===== config.mk =====
export PLATFORM = sky130hd
export DESIGN_NAME = bounded_set_table_top_flat
export DESIGN_NICKNAME = d
export VERILOG_FILES = /design/src/rtl/bst_pkg.sv /design/src/rtl/bst_req_if.sv /design/src/rtl/bst_rsp_if.sv /design/src/rtl/bst_ram.sv /design/src/rtl/bounded_set_table_top.sv /design/src/flat_wrapper.sv
export SDC_FILE = /design/constraint.sdc
export NUM_CORES = 1
export LEC_CHECK = 0
export BUFFER_PORTS_ARGS = -buffer_cell sky130_fd_sc_hd__buf_4
export CAP_MARGIN = 30
export CORE_UTILIZATION = 25
export DETAILED_ROUTE_END_ITERATION = 10
export GPL_TIMING_DRIVEN = 0
export PLACE_DENSITY = 0.46
export SLEW_MARGIN = 30
export SYNTH_ARGS = -nofsm -noshare
export SYNTH_HDL_FRONTEND = slang
export SYNTH_SLANG_ARGS = --single-unit

===== constraint.sdc =====
create_clock -name clk -period 4.5 [get_ports clk]
set_clock_uncertainty 0.1 [all_clocks]
set_input_delay 0 -clock clk [delete_from_list [all_inputs] [get_ports clk]]
set_output_delay 0 -clock clk [all_outputs]
set_load 0.02 [all_outputs]

===== src/rtl/bst_pkg.sv =====
package bst_pkg;

    // fixed field widths of the request and response beats
    localparam int KEY_W   = 32;
    localparam int RANK_W  = 6;
    localparam int COUNT_W = 6;
    localparam int CAP_W   = 6;

    // reset value of the capacity register
    localparam logic [CAP_W-1:0] CAP_RESET = 6'd32;

    typedef enum logic [1:0] {
        MODE_INSERT   = 2'd0,
        MODE_ERASE    = 2'd1,
        MODE_CONTAINS = 2'd2,
        MODE_GET      = 2'd3
    } bst_mode_t;

    typedef enum logic [2:0] {
        ST_IDLE,
        ST_SCAN,
        ST_GET,
        ST_SHIFT_UP,
        ST_SHIFT_DN,
        ST_PUT,
        ST_FINISH
    } bst_state_t;

endpackage


===== src/rtl/bst_req_if.sv =====
interface bst_req_if
    import bst_pkg::*;
();
    logic              valid;
    logic              ready;
    logic [1:0]        mode;
    logic [KEY_W-1:0]  key_value;
    logic [RANK_W-1:0] rank_index;

    modport source (output valid, output mode, output key_value, output rank_index,
                    input ready);
    modport sink   (input valid, input mode, input key_value, input rank_index,
                    output ready);
endinterface


===== src/rtl/bst_rsp_if.sv =====
interface bst_rsp_if
    import bst_pkg::*;
();
    logic               valid;
    logic               ready;
    logic               ok;
    logic [KEY_W-1:0]   value_out;
    logic [COUNT_W-1:0] count;
    logic               is_empty;

    modport source (output valid, output ok, output value_out, output count,
                    output is_empty, input ready);
    modport sink   (input valid, input ok, input value_out, input count,
                    input is_empty, output ready);
endinterface


===== src/rtl/bst_ram.sv =====
module bst_ram #(
    parameter int WIDTH = 32,
    parameter int DEPTH = 32
) (
    input  logic                     clk,
    input  logic                     wr_en,
    input  logic [$clog2(DEPTH)-1:0] wr_addr,
    input  logic [WIDTH-1:0]         wr_data,
    input  logic [$clog2(DEPTH)-1:0] rd_addr,
    output logic [WIDTH-1:0]         rd_data
);

    logic [WIDTH-1:0] mem [DEPTH];

    always_ff @(posedge clk)
    begin
        if (wr_en)
        begin
            mem[wr_addr] <= wr_data;
        end
        rd_data <= mem[rd_addr];
    end

endmodule


===== src/rtl/bounded_set_table_top.sv =====
// channel | dir | fields                             | beat when
// --------+-----+------------------------------------+--------------------
// req     | in  | mode, key_value, rank_index        | req.valid & req.ready
// rsp     | out | ok, value_out, count, is_empty     | rsp.valid & rsp.ready
// cfg     | in  | cfg_wr_data (capacity_limit)       | cfg_wr_en
//
// scan: insert, erase and contains walk the sorted store with the single
//   comparator one entry a cycle; insert and erase then move entries
//   through the one ram write port
// reset: rst_n clears count to zero and capacity to 32; the store is not cleared
// stalls: req.ready is high only in idle; finish holds while the response
//   register is still full, and a finished result waits there while the next
//   request is already taken in
module bounded_set_table_top
    import bst_pkg::*;
#(
    parameter int CAPACITY    = 32,
    parameter int VALUE_WIDTH = 32
) (
    input  logic             clk,
    input  logic             rst_n,
    bst_req_if.sink          req,
    bst_rsp_if.source        rsp,
    input  logic             cfg_wr_en,
    input  logic [CAP_W-1:0] cfg_wr_data
);

    // stored width: keys are cut to VALUE_WIDTH, and never wider than the port
    localparam int KW   = (VALUE_WIDTH < KEY_W) ? VALUE_WIDTH : KEY_W;
    localparam int AW   = $clog2(CAPACITY);
    localparam int CW   = $clog2(CAPACITY + 1);
    localparam int LW   = (CW > CAP_W) ? CW : CAP_W;
    localparam int RW   = (AW > RANK_W) ? AW : RANK_W;
    localparam int CMPW = (CW > RANK_W) ? CW : RANK_W;

    bst_state_t       state_reg, state_next;
    bst_mode_t        mode_reg, mode_next;
    logic [KW-1:0]    key_reg, key_next;
    logic [CW-1:0]    ptr_reg, ptr_next;
    logic [CW-1:0]    pos_reg, pos_next;
    logic [CW-1:0]    count_reg, count_next;
    logic             ok_reg, ok_next;
    logic [KW-1:0]    val_reg, val_next;
    logic [CAP_W-1:0] cap_reg;

    logic               rsp_valid_reg, rsp_valid_next;
    logic               rsp_ok_reg, rsp_ok_next;
    logic [KEY_W-1:0]   rsp_val_reg, rsp_val_next;
    logic [COUNT_W-1:0] rsp_count_reg, rsp_count_next;
    logic               rsp_empty_reg, rsp_empty_next;

    // ram port
    logic          ram_we;
    logic [CW-1:0] ram_waddr;
    logic [KW-1:0] ram_wdata;
    logic [CW-1:0] ram_raddr;
    logic [KW-1:0] ram_rdata;

    // shared compare of the scanned entry against the key
    logic scan_in, scan_lt, scan_eq;
    logic room;
    logic rank_ok;
    logic accept;
    logic rsp_free;
    logic [LW-1:0] cap_wide, cap_max, limit, count_wide;
    logic [RW-1:0] rank_wide;

    assign accept   = req.valid && req.ready;
    assign rsp_free = !rsp_valid_reg || rsp.ready;

    assign scan_in = ptr_reg < count_reg;
    assign scan_lt = scan_in && (ram_rdata < key_reg);
    assign scan_eq = scan_in && (ram_rdata == key_reg);

    // effective capacity, clamped to the built depth
    assign cap_wide   = LW'(cap_reg);
    assign cap_max    = LW'(CAPACITY);
    assign limit      = (cap_wide > cap_max) ? cap_max : cap_wide;
    assign count_wide = LW'(count_reg);
    assign room       = count_wide < limit;

    assign rank_ok   = CMPW'(req.rank_index) < CMPW'(count_reg);
    assign rank_wide = RW'(req.rank_index);

    bst_ram #(
        .WIDTH (KW),
        .DEPTH (CAPACITY)
    ) u_store (
        .clk     (clk),
        .wr_en   (ram_we),
        .wr_addr (ram_waddr[AW-1:0]),
        .wr_data (ram_wdata),
        .rd_addr (ram_raddr[AW-1:0]),
        .rd_data (ram_rdata)
    );

    // next state
    always_comb
    begin
        state_next = state_reg;
        unique case (state_reg)
            ST_IDLE:
            begin
                if (accept)
                begin
                    if (bst_mode_t'(req.mode) == MODE_GET)
                    begin
                        state_next = rank_ok ? ST_GET : ST_FINISH;
                    end
                    else
                    begin
                        state_next = ST_SCAN;
                    end
                end
            end
            ST_SCAN:
            begin
                if (!scan_lt)
                begin
                    unique case (mode_reg)
                        MODE_INSERT:
                        begin
                            if (scan_eq || !room)
                            begin
                                state_next = ST_FINISH;
                            end
                            else if (ptr_reg == count_reg)
                            begin
                                state_next = ST_PUT;
                            end
                            else
                            begin
                                state_next = ST_SHIFT_UP;
                            end
                        end
                        MODE_ERASE:
                        begin
                            if (scan_eq && (ptr_reg + CW'(1) != count_reg))
                            begin
                                state_next = ST_SHIFT_DN;
                            end
                            else
                            begin
                                state_next = ST_FINISH;
                            end
                        end
                        MODE_CONTAINS, MODE_GET:
                        begin
                            state_next = ST_FINISH;
                        end
                    endcase
                end
            end
            ST_GET:
            begin
                state_next = ST_FINISH;
            end
            ST_SHIFT_UP:
            begin
                if (ptr_reg - CW'(1) == pos_reg)
                begin
                    state_next = ST_PUT;
                end
            end
            ST_SHIFT_DN:
            begin
                if (ptr_reg + CW'(2) == count_reg)
                begin
                    state_next = ST_FINISH;
                end
            end
            ST_PUT:
            begin
                state_next = ST_FINISH;
            end
            ST_FINISH:
            begin
                if (rsp_free)
                begin
                    state_next = ST_IDLE;
                end
            end
            default:
            begin
                state_next = ST_IDLE;
            end
        endcase
    end

    // datapath and ram control
    always_comb
    begin
        mode_next  = mode_reg;
        key_next   = key_reg;
        ptr_next   = ptr_reg;
        pos_next   = pos_reg;
        count_next = count_reg;
        ok_next    = ok_reg;
        val_next   = val_reg;
        ram_we     = 1'b0;
        ram_waddr  = ptr_reg;
        ram_wdata  = ram_rdata;
        ram_raddr  = ptr_reg;

        rsp_valid_next = rsp_valid_reg && !rsp.ready;
        rsp_ok_next    = rsp_ok_reg;
        rsp_val_next   = rsp_val_reg;
        rsp_count_next = rsp_count_reg;
        rsp_empty_next = rsp_empty_reg;

        unique case (state_reg)
            ST_IDLE:
            begin
                ram_raddr = '0;
                if (accept)
                begin
                    mode_next = bst_mode_t'(req.mode);
                    key_next  = req.key_value[KW-1:0];
                    ptr_next  = '0;
                    ok_next   = 1'b0;
                    val_next  = '0;
                    if (bst_mode_t'(req.mode) == MODE_GET)
                    begin
                        ram_raddr = CW'(rank_wide[AW-1:0]);
                    end
                end
            end
            ST_SCAN:
            begin
                if (scan_lt)
                begin
                    ptr_next  = ptr_reg + CW'(1);
                    ram_raddr = ptr_reg + CW'(1);
                end
                else
                begin
                    pos_next = ptr_reg;
                    unique case (mode_reg)
                        MODE_INSERT:
                        begin
                            // open a gap from the top down, first read the last entry
                            ptr_next  = count_reg;
                            ram_raddr = count_reg - CW'(1);
                        end
                        MODE_ERASE:
                        begin
                            ok_next   = scan_eq;
                            ram_raddr = ptr_reg + CW'(1);
                            if (scan_eq && (ptr_reg + CW'(1) == count_reg))
                            begin
                                // last entry goes, nothing to move
                                count_next = count_reg - CW'(1);
                            end
                        end
                        MODE_CONTAINS, MODE_GET:
                        begin
                            ok_next = scan_eq;
                        end
                    endcase
                end
            end
            ST_GET:
            begin
                ok_next  = 1'b1;
                val_next = ram_rdata;
            end
            ST_SHIFT_UP:
            begin
                // entry ptr-1 arrived, move it up one place
                ram_we    = 1'b1;
                ram_waddr = ptr_reg;
                ram_raddr = ptr_reg - CW'(2);
                ptr_next  = ptr_reg - CW'(1);
            end
            ST_SHIFT_DN:
            begin
                // entry ptr+1 arrived, move it down one place
                ram_we    = 1'b1;
                ram_waddr = ptr_reg;
                ram_raddr = ptr_reg + CW'(2);
                ptr_next  = ptr_reg + CW'(1);
                if (ptr_reg + CW'(2) == count_reg)
                begin
                    count_next = count_reg - CW'(1);
                end
            end
            ST_PUT:
            begin
                ram_we     = 1'b1;
                ram_waddr  = pos_reg;
                ram_wdata  = key_reg;
                ok_next    = 1'b1;
                count_next = count_reg + CW'(1);
            end
            ST_FINISH:
            begin
                if (rsp_free)
                begin
                    rsp_valid_next = 1'b1;
                    rsp_ok_next    = ok_reg;
                    rsp_val_next   = KEY_W'(val_reg);
                    rsp_count_next = count_wide[COUNT_W-1:0];
                    rsp_empty_next = (count_reg == '0);
                end
            end
            default:
            begin
                ptr_next = '0;
            end
        endcase
    end

    // control state
    always_ff @(posedge clk or negedge rst_n)
    begin
        if (!rst_n)
        begin
            state_reg     <= ST_IDLE;
            count_reg     <= '0;
            cap_reg       <= CAP_RESET;
            rsp_valid_reg <= 1'b0;
        end
        else
        begin
            state_reg     <= state_next;
            count_reg     <= count_next;
            rsp_valid_reg <= rsp_valid_next;
            if (cfg_wr_en)
            begin
                cap_reg <= cfg_wr_data;
            end
        end
    end

    // payload, no reset
    always_ff @(posedge clk)
    begin
        mode_reg      <= mode_next;
        key_reg       <= key_next;
        ptr_reg       <= ptr_next;
        pos_reg       <= pos_next;
        ok_reg        <= ok_next;
        val_reg       <= val_next;
        rsp_ok_reg    <= rsp_ok_next;
        rsp_val_reg   <= rsp_val_next;
        rsp_count_reg <= rsp_count_next;
        rsp_empty_reg <= rsp_empty_next;
    end

    assign req.ready     = (state_reg == ST_IDLE);
    assign rsp.valid     = rsp_valid_reg;
    assign rsp.ok        = rsp_ok_reg;
    assign rsp.value_out = rsp_val_reg;
    assign rsp.count     = rsp_count_reg;
    assign rsp.is_empty  = rsp_empty_reg;

endmodule


===== src/flat_wrapper.sv =====
// flat-port wrapper written by rule: the top's interface ports become plain ports
module bounded_set_table_top_flat import bst_pkg::*;
#(
    parameter int CAPACITY    = 32,
    parameter int VALUE_WIDTH = 32
)
  (clk, rst_n, cfg_wr_en, cfg_wr_data, req_valid, req_mode, req_key_value, req_rank_index, req_ready, rsp_valid, rsp_ok, rsp_value_out, rsp_count, rsp_is_empty, rsp_ready);
  bst_req_if req_i ();
  bst_rsp_if rsp_i ();
  input  logic clk;
  input  logic rst_n;
  input  logic cfg_wr_en;
  input  logic [CAP_W-1:0] cfg_wr_data;
  input wire logic [$bits(req_i.valid)-1:0] req_valid;
  input wire logic [$bits(req_i.mode)-1:0] req_mode;
  input wire logic [$bits(req_i.key_value)-1:0] req_key_value;
  input wire logic [$bits(req_i.rank_index)-1:0] req_rank_index;
  output wire logic [$bits(req_i.ready)-1:0] req_ready;
  output wire logic [$bits(rsp_i.valid)-1:0] rsp_valid;
  output wire logic [$bits(rsp_i.ok)-1:0] rsp_ok;
  output wire logic [$bits(rsp_i.value_out)-1:0] rsp_value_out;
  output wire logic [$bits(rsp_i.count)-1:0] rsp_count;
  output wire logic [$bits(rsp_i.is_empty)-1:0] rsp_is_empty;
  input wire logic [$bits(rsp_i.ready)-1:0] rsp_ready;
  assign req_i.valid = req_valid;
  assign req_i.mode = req_mode;
  assign req_i.key_value = req_key_value;
  assign req_i.rank_index = req_rank_index;
  assign req_ready = req_i.ready;
  assign rsp_valid = rsp_i.valid;
  assign rsp_ok = rsp_i.ok;
  assign rsp_value_out = rsp_i.value_out;
  assign rsp_count = rsp_i.count;
  assign rsp_is_empty = rsp_i.is_empty;
  assign rsp_i.ready = rsp_ready;
  bounded_set_table_top #(.CAPACITY(CAPACITY), .VALUE_WIDTH(VALUE_WIDTH)) u_core (.clk(clk), .rst_n(rst_n), .req(req_i), .rsp(rsp_i), .cfg_wr_en(cfg_wr_en), .cfg_wr_data(cfg_wr_data));
endmodule

---- Yosys cells after proc, flatten, opt, wreduce, memory -nomap -nowiden ----
Memory sizes are Yosys's and may differ from the RTL's. A register that Yosys moved wholly into a read port is not among the register bits.
Index checks and enable logic that the tools add are counted.
storage, ports and cells
  register bits after elaboration ......... 135
  output and inout port bits .............. 42
  memories kept ........................... 1
  memory bits (writable) .................. 1024
memories
  name                words  bits a word  rd ports  clocked after memory_dff  wr ports  line           source
  u_core.u_store.mem  32     32           1         1                         1         bst_ram.sv:13  logic [WIDTH-1:0] mem [DEPTH];
cells by class
  equality and inequality tests ........... 25
  bitwise logic cells ..................... 2
  $add $sub $neg .......................... 6
  $lt $le $gt $ge ......................... 5
  muxes and demuxes ....................... 40
  reduce and logical (&&, ||, !) cells .... 30
operators by type and width
  kind                                                                      count
  32-bit two-way mux                                                        2
  32-bit one-hot mux with 2 select lines                                    1
  6-bit two-way mux                                                         8
  32-bit equality test                                                      1
  32-bit less-than comparator                                               1
  6-bit one-hot mux with 5 select lines                                     1
  3-bit two-way mux                                                         9
  6-bit equality test                                                       4
  5-bit two-way mux                                                         4
  5-bit one-hot mux with 4 select lines                                     1
  6-bit less-than comparator                                                3
  3-bit one-hot mux with 6 select lines                                     1
  6-bit one-hot mux with 3 select lines                                     1
  6-bit by 1-bit adder with 6-bit output (second input constant)            2
  6-bit by 1-bit subtractor with 6-bit output (second input constant)       2
  2-bit by 1-bit inequality test with 1-bit output (second input constant)  5
  5-bit one-hot mux with 2 select lines                                     1
  5-bit AND reduction                                                       2
  3-bit equality test (second input constant)                               3
  3-bit one-hot mux with 3 select lines                                     1
  3-bit OR reduction                                                        3
  1-bit two-way mux                                                         8
  2-bit AND reduction                                                       4
  6-bit by 2-bit adder with 6-bit output (second input constant)            1
  other kinds (23)                                                          39

---- Depth between registers and ports, before layout ----
  depth after elaboration ................. 9
  depth in mapped cells ................... 17

---- Cells and area by module ----
From an unflattened synthesis, not the netlist that was laid out.
second synthesis, totals
  cells, all modules ...................... 2927
  area, all modules ....................... 47843.4 µm²
modules (own cells, without submodules)
  module                 cells an instance  sequential area each (µm²)  area each (µm²)  times used
  bst_ram                2260               31390.1                     40492.6          1
  bounded_set_table_top  667                3975.1                      7350.8           1

---- Least setup slack after synthesis ----
No wires, ideal clock.
  path type ............................... register to register
  start ................................... register u_core.count_reg[3]
  end ..................................... register u_core.u_store.rd_data[0], read port of u_core.u_store.mem
  period minus slack after synthesis ...... 4.020 ns
  stages on the path, launching flop included .. 17
  setup slack ............................. 0.480 ns
  arrival ................................. 3.824 ns
  data required time ...................... 4.304 ns
  library setup time ...................... 0.096 ns
  cell sequence ........................... dfrtp_1 -> clkbuf_1 -> inv_1 -> ha_1 -> nand4_1 -> a21oi_1 -> a211o_1 -> or3_1 -> clkbuf_1 -> nor4_4 -> nor3_1 -> buf_2 -> buf_4 -> mux2i_1 -> mux2_2 -> a2111oi_0 -> nor4b_1
on the way
  longest elaborated chain between the ends .. 4
ends and longest elaborated chain
  item                                                                                       line                                                       source
  start: declaration                                                                         bounded_set_table_top.sv:41                                logic [CW-1:0] count_reg, count_next;
  start signal: assignment                                                                   bounded_set_table_top.sv:326                               count_reg <= count_next;
  6-bit by 1-bit subtractor with 6-bit output or 6-bit less-than comparator (tied branches)  bounded_set_table_top.sv:243, bounded_set_table_top.sv:71
  5-bit one-hot mux with 2 select lines or 1-bit logical AND (tied branches)                 bounded_set_table_top.sv:238, bounded_set_table_top.sv:72
  5-bit two-way mux *                                                                        bounded_set_table_top.sv:230                               if (scan_lt)
  5-bit one-hot mux with 4 select lines *                                                    bounded_set_table_top.sv:211                               unique case (state_reg)
  end: declaration                                                                           bst_ram.sv:10                                              output logic [WIDTH-1:0] rd_data
Mark *: on every way between the ends. The rest lies on a longest branch, timed or not.
A chain may end at the register's enable or synchronous reset.

---- Final worst setup path ----
  start ................................... register u_core.key_reg[23]
  end ..................................... register u_core.u_store.rd_data[0], read port of u_core.u_store.mem
on the way
  longest elaborated chain between the ends .. 4
ends and longest elaborated chain
  item                                   line                          source
  start: declaration                     bounded_set_table_top.sv:38   logic [KW-1:0] key_reg, key_next;
  start signal: assignment               bounded_set_table_top.sv:339  key_reg <= key_next;
  32-bit less-than comparator            bounded_set_table_top.sv:72   assign scan_lt = scan_in && (ram_rdata < key_reg);
  1-bit logical AND                      bounded_set_table_top.sv:72
  5-bit two-way mux                      bounded_set_table_top.sv:230
  5-bit one-hot mux with 4 select lines  bounded_set_table_top.sv:211
Every way passes these cells.

==> qor.yml <==
r2r_end: "u_core.u_store.rd_data[0]"
p_switching_mw: 24.72
rows: 163
hpwl_um: 122700
syn_nets: 3753
ant_nets: 0
swShare_pct: 43.55
nets: 4257
setup_slack_ns: -0.05591
cts_inserted_buffers: 132
report.final.hold_viol_count: 0
worst-path-buf-inv: 5
critical_path.startpoint: "u_core.key_reg[23]"
io_pins: 93
p_leak_nw: 22.01
r2r_cells: 16
crit_chain: "clkinvlp_4 > ha_4 > nand4_1 > a211oi_2 > o221a_4 > or4_4 > o211ai_4 > buf_12 > nor2_4 > buf_6 > buf_6 > mux2i_1 > a21oi_1 > a2111oi_4 > buf_4 > nor4b_4"
die_area_um2: 200400
antenna_found_initial: 4
period_share_pct: 101.2
start_util_pct: 25.15
viasPerCell: 4.932
cts_sinks: 1191
comb_power_share_pct: 53.8
grt_max_degree: 34
largest_register_ff_count: 1024
p_seq_share_pct: 27.7
relSlewSlack_pct: 40.89
root_buffer: "clkbuf_16"
yosysSeqAreaShare_pct: 71.21
setup_viol: 5
cp.depth: 16
clockBufferDepth: 3
synthTopCellsByArea: "edfxtp_1 (69%), mux2i_1 (3.5%), a21oi_1 (3.5%), nand2_1 (3.1%), nand3_1 (2.6%)"
start_kind: "flip-flop"
numPortBuffers: 91
vias: 34008
final_max_slew_viol_count: 0
rsz0062_at_grt: "yes"
fmax_mhz: 219.5
hold_start: "rsp_ready"
synth.most_common_cell: "edfxtp_1"
clock_power_share_pct: 18.5
p_int_mw: 32.04
power_density_nw_per_um2: 878.3
yosys_register_bits: 1191
syn_inst: 3646
clk_pin_slew_ns: 0.06
worst_slew_pin_slew_ns: 0.8845
yosysUniqueCellTypes: 69
drive_gt1_share_pct: 21.98
grt_use_total_pct: 17.23
die_h_um: 447.7
grt_pass1_wl_um: 246200
die_w_um: 447.7
synth-async-reset-ratio_pct: 1.343
pre_cts_slack_ns: -2.246
synth_edf_count: 1143
htree_num_levels: 4
worst_ep_required_time_ns: 5.00
clock_latency_ns: 0.78
yosysWarnings: 0
grt-ovfl-total: 0
crit_type: "reg2reg"
netlist.area_leader.share_pct: 69.12
dr.first_iter.drc_count: 3803
yosys.area.top_type: "edfxtp_1"
syn_area_per_cell_um2: 13.62
tns_ns: -0.09676
path_delay_family: "compound AO/OA/AOI/OAI gates"
synthFlopType: "edfxtp_1"
drt_first_pass_iters: 7
reg2reg_from: "u_core.key_reg[23]"
fin_crit_ns: 4.556
areaGrowthSynthToFinish_pct: 30.12
crit_end: "u_core.u_store.rd_data[0]"
drt-wirelength-per-cell_um: 25.60
max_stage_delay_ns: 0.45
design_area_um2: 64620
hp-class: "in2reg"
routed_wl_um: 176500
place_congestion: 0.8997
crit_fanout: 10
arrival_ns: 5.05
peakVddDrop_v: 0.0004680
setup.worst_path.end_class: "flip-flop"
cts_tree: "built"
n_fill_cell: 19415
regMostFlops: "u_core.u_store.mem"
netlist_area_um2: 49660
slowest_stage: "nor4b_4"
synthTopCellsByCount: "edfxtp_1 (1143), nand2_1 (416), a21oi_1 (343)"
grt_pass1_vias: 32709
drcViolationCount: 0
placed_cell_area_um2: 57160
failed_checks: "negative setup slack"
drv_cap: 0
r2r_slack_ns: -0.06
crit_path_frequent_cell: "buf_6"
core-area_um2: 197400
status: "complete, but fails checks"
==> repair_timing <==
| action | 4_1_cts | 5_1_grt |
|---|---|---|
| hold buffers | 92 | 0 |
| setup endpoints to repair | 33 | 101 |
| setup buffers | 28 | 32 |
| pin swaps | 15 | 21 |
| gates cloned | 1 | 3 |
| endpoints found under the hold margin | 123 | 0 |
| resized for setup | 302 | 222 |
==> worst min path at each step <==
stage | end | slack (ns) | cells past startpoint
final | u_core.rsp.valid | 0.08 | 4
after global routing | u_core.u_store.rd_data[30] | 0.05 | 6
after CTS | u_core.rsp.valid | 0.005 | 4
after detailed placement | u_core.rsp.valid | -0.22 | 1
after global placement | u_core.rsp.valid | -0.22 | 1
after floorplan | u_core.cap_reg[0] | -0.40 | 0
==> power by group through the flow <==
| stage | logic [mW] | registers, mW | clock network (mW) |
|---|---|---|---|
| floorplan | 13.1 | 16.0 | 0 |
| global placement | 23.6 | 16.5 | 0 |
| detailed placement | 26.6 | 16.0 | 0 |
| CTS | 28.3 | 15.7 | 10.7 |
| global route | 32.0 | 15.8 | 11.1 |
| finish | 30.6 | 15.7 | 10.5 |
==> through the flow <==
stage               power, mW  hold slack (ns)  instances  util, %
floorplan               29.13          -0.3956       3646        -
global placement        40.09          -0.2224       6377    27.17
detailed placement      42.55          -0.2203       6505    28.95
CTS                     54.64         0.004976       6858    32.11
global route            58.81          0.05248       6894    32.73
finish                  56.76          0.08008       6895    32.73
==> worst reg2reg max path, stage by stage (launching register included) <==
cell	delay (ns)
edfxtp_1	0.38
clkinvlp_4	0.23
ha_4	0.36
nand4_1	0.21
a211oi_2	0.38
o221a_4	0.30
or4_4	0.16
o211ai_4	0.09
buf_12	0.16
nor2_4	0.24
buf_6	0.22
buf_6	0.23
mux2i_1	0.26
a21oi_1	0.15
a2111oi_4	0.29
buf_4	0.20
nor4b_4	0.46
==> cells in the final DEF, fill, tap and decap left out, drive strengths merged, types with 6 or more instances in the layout <==
| cell type | n |
|---|---|
| nor4 | 192 |
| clkinvlp | 8 |
| nand2b | 9 |
| inv | 47 |
| a2111oi | 31 |
| o22ai | 37 |
| dlygate4sd3 | 92 |
| a22oi | 94 |
| a211oi | 12 |
| nand4 | 10 |
| clkbuf | 364 |
| clkinv | 33 |
| nor2 | 102 |
| o21ai | 148 |
| xor2 | 11 |
| xnor2 | 24 |
| a21o | 7 |
| mux2 | 37 |
| a21oi | 343 |
| dfxtp | 32 |
| nand2 | 416 |
| edfxtp | 1143 |
| ha | 56 |
| a31oi | 6 |
| nor2b | 7 |
| a221oi | 7 |
| nor4b | 31 |
| or3 | 6 |
| dfrtp | 15 |
| nand3 | 261 |
| buf | 383 |
| nor3 | 14 |
| mux2i | 172 |
| and2 | 34 |
==> cell families after synthesis <==
| logic type | Yosys count | synth area share, % |
|---|---|---|
| AO/OA/AOI/OAI | 730 | 8.650 |
| XOR/XNOR | 35 | 0.6173 |
| adder cells (fa/ha/maj) | 56 | 1.411 |
| buffers and inverters | 325 | 2.651 |
| flip-flops | 1191 | 71.21 |
| multiplexers | 209 | 4.306 |
| AND/OR/NAND/NOR | 1100 | 11.15 |
==> layout make-up <==
| type | count | area (um^2) | area share [%] |
|---|---|---|---|
| Multi-Input combinational cell | 2130 | 14920 | 23.09 |
| Tap cell | 2640 | 3303 | 5.112 |
| Timing Repair Buffer | 375 | 4962 | 7.680 |
| Sequential cell | 1191 | 35370 | 54.74 |
| Inverter | 47 | 201.4 | 0.3118 |
| Clock inverter | 46 | 421.7 | 0.6526 |
| Antenna cell | 2 | 5.005 | 0.007745 |
| Clock buffer | 191 | 3711 | 5.743 |
| Buffer | 273 | 1720 | 2.663 |
==> routing by layer <==
metal | up-vias | GRT usage (%) | routed length (um)
li1 | 15059 | - | -
met1 | 17295 | 23.22 | 75350
met2 | 1396 | 27.40 | 81760
met3 | 256 | 2.710 | 12220
met4 | 2 | 7.246 | 7183
met5 | - | 0 | 13
Power figures use the tool's default switching activity.
